File: config.mk
export PLATFORM = sky130hd
export DESIGN_NAME = glucose_record_frame_decoder
export DESIGN_NICKNAME = d
export VERILOG_FILES = /design/src/rtl/core/grfd_pkg.sv /design/src/rtl/core/glucose_record_frame_decoder.sv /design/src/rtl/core/grfd_frame_accum.sv /design/src/rtl/core/grfd_result_decode.sv
export SDC_FILE = /design/constraint.sdc
export NUM_CORES = 1
export LEC_CHECK = 0
export ABC_CLOCK_PERIOD_IN_PS = 8600
export BUFFER_PORTS_ARGS = -buffer_cell sky130_fd_sc_hd__buf_2
export CAP_MARGIN = 20
export CORE_ASPECT_RATIO = 0.6
export CORE_MARGIN = 5
export CORE_UTILIZATION = 30
export DETAILED_ROUTE_END_ITERATION = 16
export SLEW_MARGIN = 20
export SYNTH_ARGS = -nofsm -noshare
export SYNTH_HDL_FRONTEND = slang
export SYNTH_HIERARCHICAL = 1
export SYNTH_SLANG_ARGS = --single-unit
export TNS_END_PERCENT = 10
File: constraint.sdc
create_clock -name clk -period 8.6 [get_ports clk]
set_clock_uncertainty 0.2 [all_clocks]
set_input_delay 0.43 -clock clk [delete_from_list [all_inputs] [get_ports clk]]
set_output_delay 0.43 -clock clk [all_outputs]
set_load 0.02 [all_outputs]
File: src/rtl/core/grfd_pkg.sv
// Shared types and constants for the glucose record frame decoder.
// No dependencies; every other file in rtl/core imports this package.
package grfd_pkg;

  localparam int unsigned CountSat   = 22;
  localparam int unsigned SummaryLen = 11;
  localparam int unsigned RecordLen  = 21;
  localparam int unsigned NumKept    = 9;

  localparam logic [7:0] HeaderReset = 8'h4F;
  localparam logic [7:0] ReturnReset = 8'h9E;

  typedef enum logic [0:0] {
    REG_HEADER_BYTE      = 1'b0,
    REG_RECORD_RETURN_ID = 1'b1
  } cfg_reg_t;

  typedef enum logic [1:0] {
    STATUS_REJECTED = 2'd0,
    STATUS_SUMMARY  = 2'd1,
    STATUS_RECORD   = 2'd2
  } status_t;

  typedef enum logic [1:0] {
    MEAL_BEFORE  = 2'd0,
    MEAL_AFTER   = 2'd1,
    MEAL_GENERAL = 2'd2
  } meal_t;

  typedef struct packed {
    logic [7:0] byte_value;
    logic       last_byte;
  } frame_in_t;

  typedef struct packed {
    logic [1:0]  status;
    logic [15:0] record_total;
    logic [15:0] record_capacity;
    logic [15:0] last_sent_index;
    logic [9:0]  glucose_value;
    logic [26:0] measured_key;
    logic [1:0]  meal_mode;
  } frame_out_t;

  // Per-frame state handed from the accumulator to the decoder.
  typedef struct packed {
    logic [4:0]                byte_count;
    logic [7:0]                running_sum;
    logic                      header_matched;
    logic [NumKept-1:0][7:0]   frame_bytes;   // index 0 holds frame byte 1
  } frame_state_t;

endpackage

File: src/rtl/core/glucose_record_frame_decoder.sv
// Top level of the glucose meter response frame decoder.
// Depends on grfd_pkg, grfd_frame_accum and grfd_result_decode.
//
//  port group  | dir | handshake          | moves
//  ------------+-----+--------------------+---------------------------------
//  in_*        | in  | in_valid/in_ready  | one frame byte + last-byte mark
//  out_*       | out | out_valid/out_ready| one decoded result per frame
//  cfg_*       | in  | cfg_wr_en          | header_byte / record_return_id
//
// One transaction per cycle on the input. A non-marked byte only updates the
// frame state and yields nothing. A marked byte is decoded in the same cycle
// it is taken and its result lands in the output register the next cycle,
// so throughput is one byte per clock unless a marked byte stalls.
// Reset (synchronous, rst high) clears the frame count, sum, header flag and
// output valid and loads the register defaults 0x4F and 0x9E.
// Stalls: only a marked byte waits, and only while the output register
// holds a result not yet taken and out_ready is low; plain bytes always flow.
module glucose_record_frame_decoder (
  input  logic                 clk,
  input  logic                 rst,
  input  logic                 in_valid,
  output logic                 in_ready,
  input  grfd_pkg::frame_in_t  in_data,
  output logic                 out_valid,
  input  logic                 out_ready,
  output grfd_pkg::frame_out_t out_data,
  input  logic                 cfg_wr_en,
  input  logic [0:0]           cfg_index,
  input  logic [7:0]           cfg_data
);
  import grfd_pkg::*;

  logic [7:0]   header_reg;
  logic [7:0]   record_return_id;
  logic         take;
  logic         out_free;
  frame_state_t state;

  // Configuration registers; the user must write them only while the block is idle (not enforced here).
  always_ff @(posedge clk) begin
    if (rst) begin
      header_reg       <= HeaderReset;
      record_return_id <= ReturnReset;
    end else if (cfg_wr_en) begin
      unique case (cfg_reg_t'(cfg_index))
        REG_HEADER_BYTE:      header_reg       <= cfg_data;
        REG_RECORD_RETURN_ID: record_return_id <= cfg_data;
        default: ;
      endcase
    end
  end

  // Output slot is free if empty or being drained this cycle.
  assign out_free    = !out_valid || out_ready;
  assign in_ready    = out_free || !in_data.last_byte;
  assign take        = in_valid && in_ready;

  grfd_frame_accum u_accum (
    .clk         (clk),
    .rst         (rst),
    .take        (take),
    .item        (in_data),
    .header_byte (header_reg),
    .state       (state)
  );

  grfd_result_decode u_decode (
    .clk              (clk),
    .rst              (rst),
    .load             (take && in_data.last_byte),
    .check_byte       (in_data.byte_value),
    .state            (state),
    .record_return_id (record_return_id),
    .pop              (out_ready),
    .res_valid        (out_valid),
    .result           (out_data)
  );

endmodule

File: src/rtl/core/grfd_frame_accum.sv
// Frame accumulator: byte count, running sum, header check, bytes 1..9.
// Depends on grfd_pkg.
module grfd_frame_accum (
  input  logic                   clk,
  input  logic                   rst,
  input  logic                   take,
  input  grfd_pkg::frame_in_t    item,
  input  logic [7:0]             header_byte,
  output grfd_pkg::frame_state_t state
);
  import grfd_pkg::*;

  logic [4:0]              byte_count;
  logic [7:0]              running_sum;
  logic                    header_matched;
  logic [NumKept-1:0][7:0] frame_bytes;

  // Control state: cleared on reset and after every marked byte.
  always_ff @(posedge clk) begin
    if (rst) begin
      byte_count     <= '0;
      running_sum    <= '0;
      header_matched <= 1'b0;
    end else if (take) begin
      if (item.last_byte) begin
        byte_count     <= '0;
        running_sum    <= '0;
        header_matched <= 1'b0;
      end else begin
        if (byte_count == '0) begin
          header_matched <= (item.byte_value == header_byte);
        end
        running_sum <= running_sum + item.byte_value;
        if (byte_count < 5'(CountSat)) begin
          byte_count <= byte_count + 5'd1;
        end
      end
    end
  end

  // Kept bytes: payload only, no reset.
  always_ff @(posedge clk) begin
    for (int i = 0; i < NumKept; i++) begin
      if (take && !item.last_byte && byte_count == 5'(i + 1)) begin
        frame_bytes[i] <= item.byte_value;
      end
    end
  end

  assign state.byte_count     = byte_count;
  assign state.running_sum    = running_sum;
  assign state.header_matched = header_matched;
  assign state.frame_bytes    = frame_bytes;

endmodule

File: src/rtl/core/grfd_result_decode.sv
// Frame decoder on the checksum byte, with the result register.
// Depends on grfd_pkg.
module grfd_result_decode (
  input  logic                   clk,
  input  logic                   rst,
  input  logic                   load,       // marked byte taken this cycle
  input  logic [7:0]             check_byte,
  input  grfd_pkg::frame_state_t state,
  input  logic [7:0]             record_return_id,
  input  logic                   pop,        // result taken downstream
  output logic                   res_valid,
  output grfd_pkg::frame_out_t   result
);
  import grfd_pkg::*;

  frame_out_t res_next;
  logic       frame_ok;
  logic       is_summary;
  logic       is_record;
  logic [7:0] d0, d1, d2, d3, d4, d5;
  logic [4:0] month;
  logic [5:0] day;
  logic [2:0] meal;

  always_comb begin
    d0 = state.frame_bytes[3];
    d1 = state.frame_bytes[4];
    d2 = state.frame_bytes[5];
    d3 = state.frame_bytes[6];
    d4 = state.frame_bytes[7];
    d5 = state.frame_bytes[8];

    frame_ok = (state.byte_count < 5'(CountSat)) && state.header_matched &&
               (state.running_sum == check_byte) &&
               (state.frame_bytes[0] == record_return_id);
    is_summary = frame_ok && (state.byte_count == 5'(SummaryLen - 1)) &&
                 (state.frame_bytes[1] == 8'd0) && (state.frame_bytes[2] == 8'd0);
    is_record  = frame_ok && (state.byte_count == 5'(RecordLen - 1)) &&
                 ((state.frame_bytes[1] | state.frame_bytes[2]) != 8'd0) &&
                 !d3[7] && !d4[2];

    month = {1'b0, d1[7:6], 2'b00} + {3'b000, d0[7:6]} + 5'd1;
    day   = {1'b0, d0[4:0]} + 6'd1;
    meal  = d4[5:3];

    res_next = '0;
    if (is_summary) begin
      res_next.status          = STATUS_SUMMARY;
      res_next.record_total    = {state.frame_bytes[4], state.frame_bytes[3]};
      res_next.record_capacity = {state.frame_bytes[6], state.frame_bytes[5]};
      res_next.last_sent_index = {state.frame_bytes[8], state.frame_bytes[7]};
    end else if (is_record) begin
      res_next.status        = STATUS_RECORD;
      res_next.glucose_value = {d4[1:0], d5};
      // Fields overlap on purpose; overlapping bits are OR-merged.
      res_next.measured_key  = (27'(d3[6:0]) << 20) | (27'(month) << 16) |
                               (27'(day) << 11) | (27'(d1[4:0]) << 6) |
                               27'(d2[5:0]);
      case (meal)
        3'd0:    res_next.meal_mode = MEAL_BEFORE;
        3'd1:    res_next.meal_mode = MEAL_AFTER;
        default: res_next.meal_mode = MEAL_GENERAL;
      endcase
    end else begin
      res_next.status = STATUS_REJECTED;
    end
  end

  always_ff @(posedge clk) begin
    if (rst) begin
      res_valid <= 1'b0;
    end else if (load) begin
      res_valid <= 1'b1;
    end else if (pop) begin
      res_valid <= 1'b0;
    end
  end

  always_ff @(posedge clk) begin
    if (load) begin
      result <= res_next;
    end
  end

endmodule

==> summary.txt <==
Place
  • Post-detail-place hpwl: 13600 um
  • Placed instance area: about 9000 um2
  • Dpl cells: 1035
  • RePlAce Congestion: between 0.8 and 0.9
  • I/O Buffers: 113

Clock network
  • CTS max path bufs: 2
  • Post-CTS Resized: 0
  • Clock sinks: approximately 190
  • Worst skew pair latency: ~0.43 ns
  • CTS tree: built
  • Cts bufs inserted: 17
  • Postcts setup bufs: 0
  • Clock root buffer: clkbuf_16
  • Worst-path clk slew: ~0.07 ns
  • H-Tree Depth: 4
  • Hold buffers post-CTS: 0

STA
  • Slew Limit Fails: 0
  • Min Clock Period, post-route: between 2 and 3 ns
  • Final hold violation count: 0
  • Worst-Margin Slew: 1.11 ns
  • Fmax: 347 MHz
  • Rel. slew slack: between 20% and 30%
  • Part of the cycle the worst path needs: approximately a third
  • Setup-failing EPs final: 0
  • RSZ-0062 raised after global routing: false
  • Setup TNS Final: 0 ns

Yosys
  • Post-synth EDFFs: about 160
  • Net count after synthesis: roughly 650
  • Cell variety after synth: 60
  • Synth Register Bits: about 190
  • Avg Synthesized Cell Area: approximately 13 um2
  • Synth Instances: 611
  • Asr flop ratio synth: 0%
  • Ys Warns: 6
  • Seq/Total Area, Yosys: roughly two thirds
  • Mapped Area: 8170 um2
  • Top_reg_cell synth: edfxtp_1

Drt
  • Initial DRC count: 616
  • WL per Instance: slightly below 20 um
  • DRC errors left: 0
  • Vias: 5553
  • Final WL: approximately 21000 um
  • First-pass detailed-route iteration total: 6
  • Antenna Nets Post-Route: 0
  • Via density: around 5.2

Hold path
  • Hold Path Class: input pin to register

Global routing
  • Grt total ovfl: 0
  • GRT Overall Usage: around 13%
  • Largest net degree at the start of global routing: 90
  • First-pass GRT wire length: between 30000 and 40000 um
  • Vias in the first global route: 5173
  • Initial antenna violation count: 0

Worst setup path
  • CP endpoint kind: register
  • CP Class: register to register
  • Worst Path Required: 8.60 ns
  • CP startpoint kind: register
  • WP data arrival: 2.89 ns
  • Critical Path Fanout Max: 86

Final layout
  • Largest register FFs: between 80 and 90
  • Number of fill cells in the layout: between 2000 and 3000
  • Fin area: ~9600 um2
  • Final non-filler cell total: 1067
  • Layout area overhead: 17.3%
  • Area of the multi-input gates: around 2500 um2
  • Sequential cell area: between 5000 and 6000 um2
  • Nets: 731
  • Top reg by flops: u_decode/result
  • Antenna Cells: 0
  • Layout cell share with drive strength beyond 1: a little under a quarter

Die
  • Die height: around 140 um
  • Die Area: 30800 um2
  • Initial core utilization: a little under a third
  • Io pins: 114
  • Row cnt: 46
  • Chip width: between 200 and 250 um
  • Core box area: roughly 27000 um2

Power and ir drop
  • Worst vdd ir: roughly 0.12 mV
  • Leak: about 3.0 nW
  • PwrDens: slightly above 200 nW/um2

Flow run
  • Max-cap violations: 0

Status
  • Status: finished, final reports clean
## metal layers
layer / vias to the layer above / share of wire (%) / global-route usage (%)
met3: 18 / 7.7 / 3.64
li1: 2601 / - / -
met5: - / 0 / 0
met4: 0 / 0.89 / 3.74
met2: 204 / 39 / 17.1
met1: 2730 / 52 / 21.7
## logic make-up (layout without fill, tap and decap cells)
logic type / after synthesis / count (layout) / synth area share [%]
AO/OA/AOI/OAI: 55 / 55 / 4.55
XOR/XNOR: 31 / 31 / 3.32
adder cells (fa/ha/maj): 14 / 14 / 2.23
buffers and inverters: 65 / 161 / 3.63
flip-flops: 192 / 192 / 66.7
multiplexers: 11 / 11 / 1.36
AND/OR/NAND/NOR: 243 / 243 / 18.2
## synthesized netlist by cell type (3+ instances only)
master | instances | share of area, %
edfxtp_1 | 161 | 59
nor4_1 | 92 | 7.0
nand4_1 | 56 | 4.3
clkbuf_1 | 32 | 1.5
dfxtp_1 | 31 | 7.6
nor2_1 | 28 | 1.3
xor2_1 | 18 | 1.9
a21oi_1 | 17 | 1.0
buf_2 | 13 | 0.80
ha_1 | 13 | 2.0
xnor2_1 | 13 | 1.4
mux2i_1 | 10 | 1.2
inv_1 | 9 | 0.41
nand2_1 | 9 | 0.41
nand3_1 | 9 | 0.55
nand2b_1 | 8 | 0.61
a211oi_1 | 5 | 0.46
a21o_1 | 5 | 0.46
and2_1 | 5 | 0.38
and3_1 | 5 | 0.38
buf_4 | 5 | 0.46
o21ai_0 | 5 | 0.31
a22oi_1 | 4 | 0.37
nor3_1 | 4 | 0.24
buf_1 | 3 | 0.14
nand3b_1 | 3 | 0.28
nand4bb_1 | 3 | 0.41
nor4_2 | 3 | 0.46
o21ai_1 | 3 | 0.18
## where the power goes
group          switching [mW]  total, mW  internal [mW]
Sequential             0.0141       1.05           1.03
Clock                   0.346      0.745          0.398
Combinational           0.101      0.143         0.0412
Total                   0.462       1.93           1.47
## metrics by stage
step,power (mW),hold WS (ns),util (%),setup WS (ns)
global placement,1.21,0.273,33.9,5.55
detailed placement,1.21,0.279,33.9,5.38
global route,2.01,0.0829,36.0,5.52
floorplan,1.16,0.254,-,3.02
finish,1.93,0.0740,36.0,5.72
CTS,1.96,0.0521,35.9,5.64
## cells in the final DEF, fill, tap and decap left out, types with 9 or more instances in the layout
cell type,netlist,layout
a21oi_1,17,16
buf_2,13,113
clkbuf_16,0,17
dfxtp_1,31,31
edfxtp_1,161,161
ha_1,13,13
inv_1,9,9
mux2i_1,10,10
nand2_1,9,9
nand4_1,56,56
nor2_1,28,28
nor4_1,92,92
xnor2_1,13,13
xor2_1,18,18
## worst paths after layout
| check | slack, ns | from | cells after the start | endpoint |
|---|---|---|---|---|
| setup reg to reg | 5.72 | u_accum/state[0] | 4 | u_decode/result[18] |
| setup / recovery | 5.72 | u_accum/state[0] | 4 | u_decode/result[18] |
| hold reg to reg | 0.29 | header_reg[5] | 2 | header_reg[5] |
| hold / removal | 0.07 | cfg_data[6] | 3 | record_return_id[6] |
## final cells by class
| type | instances | area share, % |
|---|---|---|
| Sequential cell | 192 | 56.9 |
| Multi-Input combinational cell | 354 | 26.0 |
| Inverter | 10 | 0.391 |
| Timing Repair Buffer | 119 | 6.37 |
| Clock inverter | 14 | 1.19 |
| Tap cell | 360 | 4.70 |
| Clock buffer | 18 | 4.47 |
## critical path: stages (launching register included)
cell and delay, ns:
edfxtp_1 0.38, xnor2_1 0.24, nand3_4 0.74, nand3b_1 0.56, a2111oi_1 0.45
Note: power is estimated with default switching activity, not from simulation.
